<file path="src/rtl/ctsp_pkg.sv">
// Shared types and constants for the cue timestamp parser.
// Used by the front parser, the request queue, the back end and the top level.
package ctsp_pkg;

    // Longest hours field accepted, in digits
    localparam int MAX_HOUR_DIGITS = 9;

    // Field widths
    localparam int FIRST_W  = 30;
    localparam int FCOUNT_W = 4;
    localparam int SEC_W    = 7;
    localparam int MILLI_W  = 10;
    localparam int CHARS_W  = 5;
    localparam int TIME_W   = 52;
    localparam int MIN_W    = 22;
    localparam int SMS_W    = 16;

    // Milliseconds per unit
    localparam logic [TIME_W-1:0] MS_PER_HOUR = TIME_W'(3600000);
    localparam logic [MIN_W-1:0]  MS_PER_MIN  = MIN_W'(60000);
    localparam logic [SMS_W-1:0]  MS_PER_SEC  = SMS_W'(1000);
    localparam logic [SEC_W-1:0]  MAX_MIN_SEC = SEC_W'(59);

    // Characters of interest
    localparam logic [7:0] CH_ZERO  = 8'h30;
    localparam logic [7:0] CH_NINE  = 8'h39;
    localparam logic [7:0] CH_COLON = 8'h3A;
    localparam logic [7:0] CH_DOT   = 8'h2E;

    // Saturation limit of the character count
    localparam logic [CHARS_W-1:0] CHARS_MAX = '1;

    // Request queue between front and back
    localparam int QDEPTH = 4;
    localparam int QPTR_W = 2;
    localparam int QCNT_W = 3;

    // Parser phase
    typedef enum logic [2:0] {
        PH_FIRST0,
        PH_FIRST,
        PH_SEC0,
        PH_SEC,
        PH_THIRD0,
        PH_THIRD,
        PH_MS0,
        PH_MS
    } ctsp_phase_t;

    // One result request handed from front to back
    typedef struct packed {
        logic                check;
        logic                hours;
        logic [FIRST_W-1:0]  first;
        logic [SEC_W-1:0]    second;
        logic [SEC_W-1:0]    third;
        logic [MILLI_W-1:0]  milli;
        logic [CHARS_W-1:0]  chars;
    } ctsp_req_t;

endpackage

</file>
<file path="src/rtl/cue_timestamp_parser_core.sv">
// Cue timestamp parser top level: front parser, request queue, arithmetic back end.
// A result passes the queue entry, the product register and the output (sum) register,
// and m_axis_tvalid rises once the result reaches the output register.
// Throughput: one character per cycle, set by the parse step in the front;
// s_axis_tready drops only while the four-entry request queue is full.
// Reset: rst_n clears the parse state, queue and output valid; the block then awaits a
// first digit with no pending result.
module cue_timestamp_parser_core
    import ctsp_pkg::*;
(
    input  logic        clk,
    input  logic        rst_n,
    input  logic        s_axis_tvalid,
    output logic        s_axis_tready,
    input  logic [7:0]  s_axis_tdata,   // [7:0] ch
    input  logic        s_axis_tlast,   // end_of_text
    output logic        m_axis_tvalid,
    input  logic        m_axis_tready,
    output logic [63:0] m_axis_tdata,   // [51:0] time_ms, [56:52] chars_used, rest zero
    output logic        m_axis_tuser    // valid_res
);

    logic                q_full;
    logic                q_push;
    ctsp_req_t           push_data;
    ctsp_req_t           head_data;
    logic                head_valid;
    logic                pop;
    logic [TIME_W-1:0]   time_ms;
    logic [CHARS_W-1:0]  chars_used;

    ctsp_front u_front (
        .clk      (clk),
        .rst_n    (rst_n),
        .in_valid (s_axis_tvalid),
        .ch       (s_axis_tdata),
        .eot      (s_axis_tlast),
        .in_ready (s_axis_tready),
        .q_full   (q_full),
        .q_push   (q_push),
        .q_data   (push_data)
    );

    ctsp_queue u_queue (
        .clk        (clk),
        .rst_n      (rst_n),
        .push       (q_push),
        .push_data  (push_data),
        .full       (q_full),
        .pop        (pop),
        .head_valid (head_valid),
        .head_data  (head_data)
    );

    ctsp_back u_back (
        .clk        (clk),
        .rst_n      (rst_n),
        .head_valid (head_valid),
        .head_data  (head_data),
        .pop        (pop),
        .out_valid  (m_axis_tvalid),
        .out_ready  (m_axis_tready),
        .time_ms    (time_ms),
        .valid_res  (m_axis_tuser),
        .chars_used (chars_used)
    );

    // Pack the result
    assign m_axis_tdata = {7'd0, chars_used, time_ms};

    // A malformed result carries no time and no count
    assert property (@(posedge clk) disable iff (!rst_n)
        (m_axis_tvalid && !m_axis_tuser) |-> (m_axis_tdata == 64'd0))
        else $error("malformed result with nonzero payload");

    // A well-formed timestamp spans at least mm:ss.ttt
    assert property (@(posedge clk) disable iff (!rst_n)
        (m_axis_tvalid && m_axis_tuser) |-> (chars_used >= CHARS_W'(9)))
        else $error("well-formed result with too few characters");

    // The front never pushes into a full queue
    assert property (@(posedge clk) disable iff (!rst_n)
        q_push |-> !q_full)
        else $error("request pushed into full queue");

endmodule

</file>
<file path="src/rtl/ctsp_front.sv">
// Front end: accepts characters, runs the timestamp pattern and issues result requests.
// Depends on ctsp_pkg.
module ctsp_front
    import ctsp_pkg::*;
(
    input  logic        clk,
    input  logic        rst_n,
    input  logic        in_valid,
    input  logic [7:0]  ch,
    input  logic        eot,
    output logic        in_ready,
    input  logic        q_full,
    output logic        q_push,
    output ctsp_req_t   q_data
);

    ctsp_phase_t         phase_reg, phase_next;
    logic                hours_reg, hours_next;
    logic [FIRST_W-1:0]  first_reg, first_next;
    logic [FCOUNT_W-1:0] fcount_reg, fcount_next;
    logic [SEC_W-1:0]    second_reg, second_next;
    logic [SEC_W-1:0]    third_reg, third_next;
    logic [MILLI_W-1:0]  milli_reg, milli_next;
    logic [1:0]          fldcnt_reg, fldcnt_next;
    logic [CHARS_W-1:0]  chars_reg, chars_next;
    logic                wait_reg, wait_next;

    logic       accept;
    logic       is_digit;
    logic [3:0] dval;
    logic       is_colon;
    logic       is_dot;
    logic       char_step;
    logic       take_dig;
    logic       sep;
    logic       done;
    logic       bad;
    logic       ms_full;

    assign in_ready  = !q_full;
    assign accept    = in_valid && in_ready;
    assign is_digit  = (ch >= CH_ZERO) && (ch <= CH_NINE);
    assign dval      = is_digit ? 4'(ch - CH_ZERO) : 4'd0;
    assign is_colon  = (ch == CH_COLON);
    assign is_dot    = (ch == CH_DOT);
    assign char_step = accept && !eot && !wait_reg;
    assign ms_full   = (phase_reg == PH_MS) && (fldcnt_reg == 2'd3);

    // Classify the current character against the expected pattern
    always_comb
    begin
        take_dig = 1'b0;
        sep      = 1'b0;
        done     = 1'b0;
        bad      = 1'b0;
        case (phase_reg)
            PH_FIRST0, PH_FIRST:
            begin
                if (is_digit)
                begin
                    if (fcount_reg >= FCOUNT_W'(MAX_HOUR_DIGITS))
                        bad = 1'b1;
                    else
                        take_dig = 1'b1;
                end
                else if (phase_reg == PH_FIRST && is_colon)
                    sep = 1'b1;
                else
                    bad = 1'b1;
            end
            PH_SEC0, PH_SEC:
            begin
                if (is_digit)
                begin
                    if (fldcnt_reg >= 2'd2)
                        bad = 1'b1;
                    else
                        take_dig = 1'b1;
                end
                else if (phase_reg == PH_SEC && fldcnt_reg == 2'd2 && is_colon)
                    sep = 1'b1;
                else if (phase_reg == PH_SEC && fldcnt_reg == 2'd2 && is_dot && !hours_reg)
                    sep = 1'b1;
                else
                    bad = 1'b1;
            end
            PH_THIRD0, PH_THIRD:
            begin
                if (is_digit)
                begin
                    if (fldcnt_reg >= 2'd2)
                        bad = 1'b1;
                    else
                        take_dig = 1'b1;
                end
                else if (phase_reg == PH_THIRD && fldcnt_reg == 2'd2 && is_dot)
                    sep = 1'b1;
                else
                    bad = 1'b1;
            end
            default:
            begin
                if (is_digit)
                begin
                    if (fldcnt_reg == 2'd3)
                        bad = 1'b1;
                    else
                        take_dig = 1'b1;
                end
                else if (ms_full)
                    done = 1'b1;
                else
                    bad = 1'b1;
            end
        endcase
    end

    // Next phase
    always_comb
    begin
        phase_next = phase_reg;
        if (accept && eot)
            phase_next = PH_FIRST0;
        else if (char_step && take_dig)
        begin
            case (phase_reg)
                PH_FIRST0, PH_FIRST: phase_next = PH_FIRST;
                PH_SEC0, PH_SEC:     phase_next = PH_SEC;
                PH_THIRD0, PH_THIRD: phase_next = PH_THIRD;
                default:             phase_next = PH_MS;
            endcase
        end
        else if (char_step && sep)
        begin
            case (phase_reg)
                PH_FIRST:  phase_next = PH_SEC0;
                PH_SEC:    phase_next = is_colon ? PH_THIRD0 : PH_MS0;
                default:   phase_next = PH_MS0;
            endcase
        end
    end

    // Field updates and result requests
    always_comb
    begin
        hours_next  = hours_reg;
        first_next  = first_reg;
        fcount_next = fcount_reg;
        second_next = second_reg;
        third_next  = third_reg;
        milli_next  = milli_reg;
        fldcnt_next = fldcnt_reg;
        chars_next  = chars_reg;
        wait_next   = wait_reg;
        q_push      = 1'b0;

        q_data.check  = ms_full;
        q_data.hours  = hours_reg;
        q_data.first  = first_reg;
        q_data.second = second_reg;
        q_data.third  = third_reg;
        q_data.milli  = milli_reg;
        q_data.chars  = chars_reg;

        if (accept && eot)
        begin
            // End of text: report unless only re-arming, then clear the parse
            q_push      = !wait_reg;
            wait_next   = 1'b0;
            hours_next  = 1'b0;
            first_next  = '0;
            fcount_next = '0;
            second_next = '0;
            third_next  = '0;
            milli_next  = '0;
            fldcnt_next = '0;
            chars_next  = '0;
        end
        else if (char_step)
        begin
            if (done || bad)
            begin
                // Report and hold until end of text
                q_push       = 1'b1;
                q_data.check = done;
                wait_next    = 1'b1;
            end
            else
            begin
                if (take_dig)
                begin
                    case (phase_reg)
                        PH_FIRST0, PH_FIRST:
                        begin
                            first_next  = first_reg * FIRST_W'(10) + FIRST_W'(dval);
                            fcount_next = fcount_reg + 1'b1;
                        end
                        PH_SEC0, PH_SEC:
                        begin
                            second_next = second_reg * SEC_W'(10) + SEC_W'(dval);
                            fldcnt_next = fldcnt_reg + 1'b1;
                        end
                        PH_THIRD0, PH_THIRD:
                        begin
                            third_next  = third_reg * SEC_W'(10) + SEC_W'(dval);
                            fldcnt_next = fldcnt_reg + 1'b1;
                        end
                        default:
                        begin
                            milli_next  = milli_reg * MILLI_W'(10) + MILLI_W'(dval);
                            fldcnt_next = fldcnt_reg + 1'b1;
                        end
                    endcase
                end
                else
                begin
                    // Separator: start the next field, decide hours mode
                    fldcnt_next = '0;
                    if (phase_reg == PH_FIRST)
                    begin
                        if (fcount_reg != FCOUNT_W'(2) ||
                            first_reg > FIRST_W'(MAX_MIN_SEC))
                            hours_next = 1'b1;
                    end
                    else if (phase_reg == PH_SEC && is_colon)
                        hours_next = 1'b1;
                end
                if (chars_reg != CHARS_MAX)
                    chars_next = chars_reg + 1'b1;
            end
        end
    end

    // State registers
    always_ff @(posedge clk or negedge rst_n)
    begin
        if (!rst_n)
        begin
            phase_reg  <= PH_FIRST0;
            hours_reg  <= 1'b0;
            first_reg  <= '0;
            fcount_reg <= '0;
            second_reg <= '0;
            third_reg  <= '0;
            milli_reg  <= '0;
            fldcnt_reg <= '0;
            chars_reg  <= '0;
            wait_reg   <= 1'b0;
        end
        else
        begin
            phase_reg  <= phase_next;
            hours_reg  <= hours_next;
            first_reg  <= first_next;
            fcount_reg <= fcount_next;
            second_reg <= second_next;
            third_reg  <= third_next;
            milli_reg  <= milli_next;
            fldcnt_reg <= fldcnt_next;
            chars_reg  <= chars_next;
            wait_reg   <= wait_next;
        end
    end

endmodule

</file>
<file path="src/rtl/ctsp_queue.sv">
// Short request queue between the parser front and the arithmetic back end.
// Depends on ctsp_pkg.
module ctsp_queue
    import ctsp_pkg::*;
(
    input  logic       clk,
    input  logic       rst_n,
    input  logic       push,
    input  ctsp_req_t  push_data,
    output logic       full,
    input  logic       pop,
    output logic       head_valid,
    output ctsp_req_t  head_data
);

    ctsp_req_t          entry_reg [QDEPTH];
    logic [QPTR_W-1:0]  wr_ptr_reg, wr_ptr_next;
    logic [QPTR_W-1:0]  rd_ptr_reg, rd_ptr_next;
    logic [QCNT_W-1:0]  count_reg, count_next;
    logic               do_pop;

    assign full       = (count_reg == QCNT_W'(QDEPTH));
    assign head_valid = (count_reg != '0);
    assign head_data  = entry_reg[rd_ptr_reg];
    assign do_pop     = pop && head_valid;

    // Advance pointers and occupancy
    always_comb
    begin
        wr_ptr_next = push   ? wr_ptr_reg + 1'b1 : wr_ptr_reg;
        rd_ptr_next = do_pop ? rd_ptr_reg + 1'b1 : rd_ptr_reg;
        count_next  = count_reg;
        if (push && !do_pop)
            count_next = count_reg + 1'b1;
        else if (!push && do_pop)
            count_next = count_reg - 1'b1;
    end

    always_ff @(posedge clk or negedge rst_n)
    begin
        if (!rst_n)
        begin
            wr_ptr_reg <= '0;
            rd_ptr_reg <= '0;
            count_reg  <= '0;
        end
        else
        begin
            wr_ptr_reg <= wr_ptr_next;
            rd_ptr_reg <= rd_ptr_next;
            count_reg  <= count_next;
        end
    end

    // Store payload
    always_ff @(posedge clk)
    begin
        if (push)
            entry_reg[wr_ptr_reg] <= push_data;
    end

endmodule

</file>
<file path="src/rtl/ctsp_back.sv">
// Back end: range check, millisecond products, final sum and output register.
// Depends on ctsp_pkg.
module ctsp_back
    import ctsp_pkg::*;
(
    input  logic                clk,
    input  logic                rst_n,
    input  logic                head_valid,
    input  ctsp_req_t           head_data,
    output logic                pop,
    output logic                out_valid,
    input  logic                out_ready,
    output logic [TIME_W-1:0]   time_ms,
    output logic                valid_res,
    output logic [CHARS_W-1:0]  chars_used
);

    // Product stage
    logic                s1_valid_reg, s1_valid_next;
    logic [TIME_W-1:0]   s1_hour_reg;
    logic [MIN_W-1:0]    s1_min_reg;
    logic [SMS_W-1:0]    s1_sms_reg;
    logic                s1_ok_reg;
    logic [CHARS_W-1:0]  s1_chars_reg;

    // Output stage
    logic                o_valid_reg, o_valid_next;
    logic [TIME_W-1:0]   o_time_reg;
    logic                o_ok_reg;
    logic [CHARS_W-1:0]  o_chars_reg;

    logic                o_free;
    logic                s1_load;
    logic [FIRST_W-1:0]  h_val;
    logic [SEC_W-1:0]    m_val;
    logic [SEC_W-1:0]    s_val;
    logic                in_range;
    logic                ok;

    assign o_free  = !o_valid_reg || out_ready;
    assign s1_load = !s1_valid_reg || o_free;
    assign pop     = head_valid && s1_load;

    // Select hours, minutes and seconds by mode and check ranges
    always_comb
    begin
        if (head_data.hours)
        begin
            h_val = head_data.first;
            m_val = head_data.second;
            s_val = head_data.third;
        end
        else
        begin
            h_val = '0;
            m_val = SEC_W'(head_data.first);
            s_val = head_data.second;
        end
        in_range = (m_val <= MAX_MIN_SEC) && (s_val <= MAX_MIN_SEC) &&
                   (head_data.hours || head_data.first <= FIRST_W'(MAX_MIN_SEC));
        ok = head_data.check && in_range;
    end

    assign s1_valid_next = s1_load ? head_valid : s1_valid_reg;
    assign o_valid_next  = o_free ? s1_valid_reg : o_valid_reg;

    always_ff @(posedge clk or negedge rst_n)
    begin
        if (!rst_n)
        begin
            s1_valid_reg <= 1'b0;
            o_valid_reg  <= 1'b0;
        end
        else
        begin
            s1_valid_reg <= s1_valid_next;
            o_valid_reg  <= o_valid_next;
        end
    end

    // Register the products; zero everything for a malformed result
    always_ff @(posedge clk)
    begin
        if (pop)
        begin
            s1_ok_reg    <= ok;
            s1_hour_reg  <= ok ? TIME_W'(h_val) * MS_PER_HOUR : '0;
            s1_min_reg   <= ok ? MIN_W'(m_val) * MS_PER_MIN : '0;
            s1_sms_reg   <= ok ? SMS_W'(s_val) * MS_PER_SEC + SMS_W'(head_data.milli) : '0;
            s1_chars_reg <= ok ? head_data.chars : '0;
        end
    end

    // Sum into the output register
    always_ff @(posedge clk)
    begin
        if (o_free && s1_valid_reg)
        begin
            o_time_reg  <= s1_hour_reg + TIME_W'(s1_min_reg) + TIME_W'(s1_sms_reg);
            o_ok_reg    <= s1_ok_reg;
            o_chars_reg <= s1_chars_reg;
        end
    end

    assign out_valid  = o_valid_reg;
    assign time_ms    = o_time_reg;
    assign valid_res  = o_ok_reg;
    assign chars_used = o_chars_reg;

endmodule

</file>
<file path="config.mk">
export PLATFORM = sky130hd
export DESIGN_NAME = cue_timestamp_parser_core
export DESIGN_NICKNAME = d
export VERILOG_FILES = /design/src/rtl/ctsp_pkg.sv /design/src/rtl/cue_timestamp_parser_core.sv /design/src/rtl/ctsp_front.sv /design/src/rtl/ctsp_queue.sv /design/src/rtl/ctsp_back.sv
export SDC_FILE = /design/constraint.sdc
export NUM_CORES = 2
export LEC_CHECK = 0
export ABC_AREA = 1
export BUFFER_PORTS_ARGS = -buffer_cell sky130_fd_sc_hd__buf_4
export CAP_MARGIN = 10
export CORE_MARGIN = 2
export CORE_UTILIZATION = 45
export CTS_BUF_LIST = sky130_fd_sc_hd__clkbuf_16
export CTS_CLUSTER_SIZE = 12
export DETAILED_ROUTE_END_ITERATION = 16
export PLACE_DENSITY = 0.69
export SYNTH_ARGS = -nofsm -noshare
export SYNTH_HDL_FRONTEND = slang
export SYNTH_SLANG_ARGS = --single-unit
</file>
<file path="constraint.sdc">
create_clock -name clk -period 17.3 [get_ports clk]
set_clock_uncertainty 0.05 [all_clocks]
set_input_delay 2.595 -clock clk [delete_from_list [all_inputs] [get_ports clk]]
set_output_delay 2.595 -clock clk [all_outputs]
set_load 0.005 [all_outputs]
</file>
; Yosys cells after proc, flatten, opt, wreduce, memory -nomap -nowiden
; Memories as Yosys holds them, arrays and structs flattened.
; Cells that the tools add are included.
[classes]
eq_ne = 18
n_lt_le_gt_ge = 8
n_reduce_logical = 62
mul = 7
n_mux = 95
addsub = 15
[op_table]
columns = cell, count
row1 = two-way mux 30 bit, 6
row2 = two-way mux 7 bit, 12
row3 = adder 52 x 16 -> 52 bit, 1
row4 = adder 52 x 22 -> 52 bit, 1
row5 = two-way mux 10 bit, 5
row6 = two-way mux 1 bit, 46
row7 = "multiplier 30 x 15 -> 45 bit, second input constant", 1
row8 = adder 30 x 4 -> 30 bit, 1
row9 = "> comparator 30 x 6 -> 1 bit, second input constant", 1
row10 = "less-or-equal comparator 30 x 6 -> 1 bit, second input constant", 1
row11 = "multiplier 30 x 3 -> 29 bit, second input constant", 1
row12 = logical AND 1 bit, 24
row13 = two-way mux 4 bit, 6
row14 = two-way mux 5 bit, 4
row15 = "multiplier 7 x 11 -> 17 bit, second input constant", 1
row16 = adder 16 x 10 -> 16 bit, 1
row17 = "== test 8 x 6 -> 1 bit, second input constant", 2
row18 = AND reduction 4 bit, 4
row19 = nonzero test 2 bit, 8
row20 = two-way mux 3 bit, 5
row21 = adder 7 x 4 -> 7 bit, 2
row22 = "less-or-equal comparator 7 x 6 -> 1 bit, second input constant", 2
row23 = "multiplier 7 x 3 -> 6 bit, second input constant", 2
row24 = "multiplier 7 x 7 -> 13 bit, second input constant", 1
row25 = 37 further kinds, 67
[word_totals]
inputBits = 13
n_memories = 1
ramBits = 244
reg_bits = 233
output_inout_bits = 67
word_cells = 231
[memory_table]
columns = name, words, word_bits, rd, rd_clocked_by_memory_dff, wr, line_no
row1 = u_queue.entry_reg, 4, 61, 1, 0, 1, ctsp_queue.sv:16  ; ctsp_req_t entry_reg [QDEPTH];

; Logic depth before layout (Yosys ltp)
[logic_depth]
depth_word = 16
ltp_mapped = 38
ltp_nobuf = 35

; By module
; A second synthesis with hierarchy kept.
[hier_totals]
cells_unflattened = 4681
hier_area_um2 = 39604.2
[modules_own_cells]
columns = mod, area_per_inst_um2, cells_per_inst, instances, seq_area_each_um2
row1 = ctsp_back, 21692.1, 2784, 1, 4314.1
row2 = ctsp_queue, 10431.3, 767, 1, 7502.2
row3 = ctsp_front, 7424.6, 1122, 1, 1751.7
row4 = cue_timestamp_parser_core, 56.3, 8, 1, 0.0

; Worst setup path after synthesis
; Ideal clock, no wire load.
[synth_path]
kind = register to register
start = reg u_queue.rd_ptr_reg[0]
end = reg u_back.s1_hour_reg[46] (data pin)
slack_ns = 10.395
synth_period_minus_slack_ns = 6.905
n_path_buf = 4
setup_time_ns = 0.257
arrival_ns = 6.598
path_stages_with_launch = 32
t_required_ns = 16.993
path_cell_list = dfrtp_1 buf_4 inv_2 nand2_1 a32oi_4 inv_2 buf_6 buf_6 clkbuf_1 nor2_1 inv_1 fa_1 inv_1 fa_1 fa_1 fa_1 fa_1 inv_1 fa_1 inv_1 ha_1 a21oi_1 inv_1 a31oi_1 o21ai_0 a21oi_1 nand2_1 nand2_1 nand2_1 xor2_1 inv_1 nor2_1
[synth_via]
elab_chain_len = 6
elab_cells_between_ends = 12
classes_between = mul: 1 / order compare: 3 / mux: 3 / reduce/logical: 4 / memory: 1
[synth_rtl]
columns = element, line_no
row1 = start: declaration, ctsp_queue.sv:18  ; logic [QPTR_W-1:0] rd_ptr_reg, rd_ptr_next;
row2 = start signal: assignment, ctsp_queue.sv:50  ; rd_ptr_reg <= rd_ptr_next;
row3 = memory read (4 x 61 bit) (*), n/a
row4 = "parallel branches: the longest is 5 deep, another holds multiplier 30 x 15 -> 45 bit", n/a
row5 = end signal: assignment, ctsp_back.sv:87  ; s1_hour_reg <= ok ? TIME_W'(h_val) * MS_PER_HOUR : '0;
row6 = end: declaration, ctsp_back.sv:20  ; logic [TIME_W-1:0] s1_hour_reg;
; Mark *: on every way between the ends.
; A chain may end at the register's enable or synchronous reset.

; Worst setup path after layout
[layout_path]
start = reg u_queue.rd_ptr_reg[0]
end = reg u_back.s1_hour_reg[44] (data pin)
; The elaborated chain is that of the path after synthesis.

==> qor.yml <==
status: "completed"
fillCellCount: 7596
drive_gt1_share_pct: 6.54
clkSlewWorstSetupHoldPaths_ns: 0.06
slowest_stage: "dfrtp_4"
synthFlopType: "edfxtp_1"
cts_tree: "built"
max_freq_mhz: 111
antenna_found_initial: 0
drv_slew: 0
yosysWarnings: 0
ctsLongestPathBuffers: 3
fin_util_pct: 49.3
wl_mm: 84.6
gr-total-overflow: 0
num_io_pins: 80
cts.sinks: 465
htree_levels: 2
ctsResizeCount: 0
cp_data_arrival_time_ns: 9.38
worst_pin_slew_ns: 1.17
largest_register_ffs: 244
synthDistinctLibCells: 59
die_y_um: 292
setup_ws_ns: 8.32
grt_pass1_vias: 26700
post_cts_buffers: 0
route.met2.wl_mm: 39.9
dp_hpwl_mm: 65.6
track_usage_pct: 20.1
avgViaCountPerCell: 5.12
num_vias: 26900
critPathMaxFanout: 63
dr.pass1.iters: 5
drcViolationCount: 0
critPathMaxStageDelay_ns: 0.66
yosys-top-cells-area: "edfxtp_1 31%, fa_1 14%, ha_1 12%"
syn2layout_area_growth_pct: 8.54
design.die.area_mm2: 0.0852
syn_inst: 4060
wl_met1_mm: 39.2
setup_violations: 0
grt_max_degree: 88
path_class: "register to register"
fin_crit_ns: 8.98
drt_iter0_drc: 1965
synthArstFlopShare_pct: 17.0
rows: 105
dr.max_layer_used: "met4"
cts_hold_buf: 0
finalHoldViolCount: 0
dieWidth_um: 292
antenna_left: 0
grt_setup_unrepaired: "false"
crit_path_start_kind: "register"
slew_headroom_pct: 21.7
syn_avg_cell_area_um2: 9.19
start_util_pct: 45.4
synth_edf_count: 386
cp.required_ns: 17.70
cts_root_buffer: "clkbuf_16"
portBuffers: 72
period_share_pct: 51.9
ys_ff_latch: 465
wl_per_cell_um: 16.1
dr_wl_met3_mm: 3.50
crit_path_frequent_cell: "inv_1"
worstSetupEndpointType: "register"
coreArea_mm2: 0.0821
holdWs_ns: 0.365
synth_top_area_cell: "edfxtp_1"
synth.top_cell.area_share_pct: 31.1
place_ws_ns: 8.38
yosysSeqAreaShare_pct: 36.4
hold_path_class: "register to register"
syn_area_mm2: 0.0373
grt_pass1_wl_mm: 138
clock_latency_ns: 0.63
cts_buffers: 50
place.gp.congestion: 0.932
final_nets: 4767
cap_violations: 0
final.setup.tns_ns: 0
==> worst paths after layout <==
kind | slack [ns] | cells past startpoint | startpoint | endpoint
hold reg to reg | 0.37 | 0 | u_back.s1_sms_reg[2]$_SDFFCE_PN0P_ | u_back.time_ms[2]$_DFFE_PP_
min in group asynchronous | 2.10 | 1 | rst_n | u_back.out_valid$_DFFE_PN0P_
hold / removal | 0.37 | 0 | u_back.s1_sms_reg[2]$_SDFFCE_PN0P_ | u_back.time_ms[2]$_DFFE_PP_
max in group asynchronous | 14.33 | 1 | rst_n | u_queue.rd_ptr_reg[0]$_DFFE_PN0P_
setup / recovery | 8.32 | 30 | u_queue.rd_ptr_reg[0]$_DFFE_PN0P_ | u_back.s1_hour_reg[44]$_SDFFCE_PN0P_
setup reg to reg | 8.32 | 30 | u_queue.rd_ptr_reg[0]$_DFFE_PN0P_ | u_back.s1_hour_reg[44]$_SDFFCE_PN0P_
==> per-stage QoR <==
stage          area (um2)  instances
3_3_place_gp        38900       5148
5_1_grt             40500       5242
2_1_floorplan       37300       4066
6_report            40500       5243
4_1_cts             40500       5242
3_5_place_dp        38900       5148
==> kinds of logic (layout without fill, tap and decap cells) <==
logic type	count (synthesis)	count (layout)	share of synthesized area (%)
AO/OA/AOI/OAI	516	516	8.14
XOR/XNOR	159	159	3.73
other	1	8	0.0101
flip-flops	465	465	36.4
AND/OR/NAND/NOR	1473	1473	16.7
adder cells (fa/ha/maj)	624	624	26.2
buffers and inverters	822	928	8.75
==> area by class of cell <==
type | count | area, um2 | area share [%]
diodes | 1 | 2.50 | 0.00618
clock buffers | 51 | 1280 | 3.15
clock inverters | 43 | 288 | 0.711
inverters | 747 | 2810 | 6.93
multi-input cells | 2779 | 20500 | 50.7
flip-flops and latches | 465 | 13600 | 33.5
well taps | 1070 | 1340 | 3.31
repair buffers | 87 | 653 | 1.61
==> cells in the final DEF (no fill, tap or decap), drive strengths merged, types with 6 or more instances in the layout <==
| cell type | n |
|---|---|
| o21ai | 181 |
| buf | 87 |
| clkbuf | 51 |
| nand4 | 46 |
| nand3b | 6 |
| dfrtp | 79 |
| o22ai | 26 |
| a31oi | 18 |
| nor2 | 388 |
| nor4 | 13 |
| fa | 264 |
| nand3 | 171 |
| inv | 769 |
| clkinv | 18 |
| nor3 | 45 |
| conb | 7 |
| o31ai | 10 |
| o21bai | 11 |
| nand2 | 767 |
| edfxtp | 386 |
| or2 | 31 |
| a21oi | 199 |
| xnor2 | 45 |
| ha | 360 |
| a32o | 26 |
| xor2 | 114 |
| a21o | 17 |
==> cell usage after synthesis (17+ instances only) <==
cell type / count
clkbuf_1: 24
nand3_1: 170
xnor2_1: 45
or2_2: 28
nor3_1: 43
dfrtp_1: 79
xor2_1: 114
a21oi_1: 188
o21ai_1: 22
ha_1: 360
buf_2: 21
a32o_1: 22
edfxtp_1: 386
a31oi_1: 17
nor2_1: 364
o21ai_0: 158
fa_1: 264
a21o_1: 17
inv_2: 33
nand4_1: 46
o22ai_1: 26
inv_1: 712
nand2_1: 761
==> worst max-delay path, delay by kind of cell, from the launching register on <==
family	cells	cell delay, ns
flops	1	0.66
fa+ha+maj	7	3.09
compound gates	1	0.61
xor+xnor	1	0.18
simple gates	11	2.45
buf+inv	10	1.69
==> routing by layer <==
layer,global-route usage [%],vias to the layer above
met3,2.35,112
met2,33.9,547
met5,0,-
li1,-,13400
met1,27.6,12800
met4,5.33,0
Power is left out: the tool's default activity adds up to more than one toggle a clock period on the data nets, which glitch-free logic cannot reach.
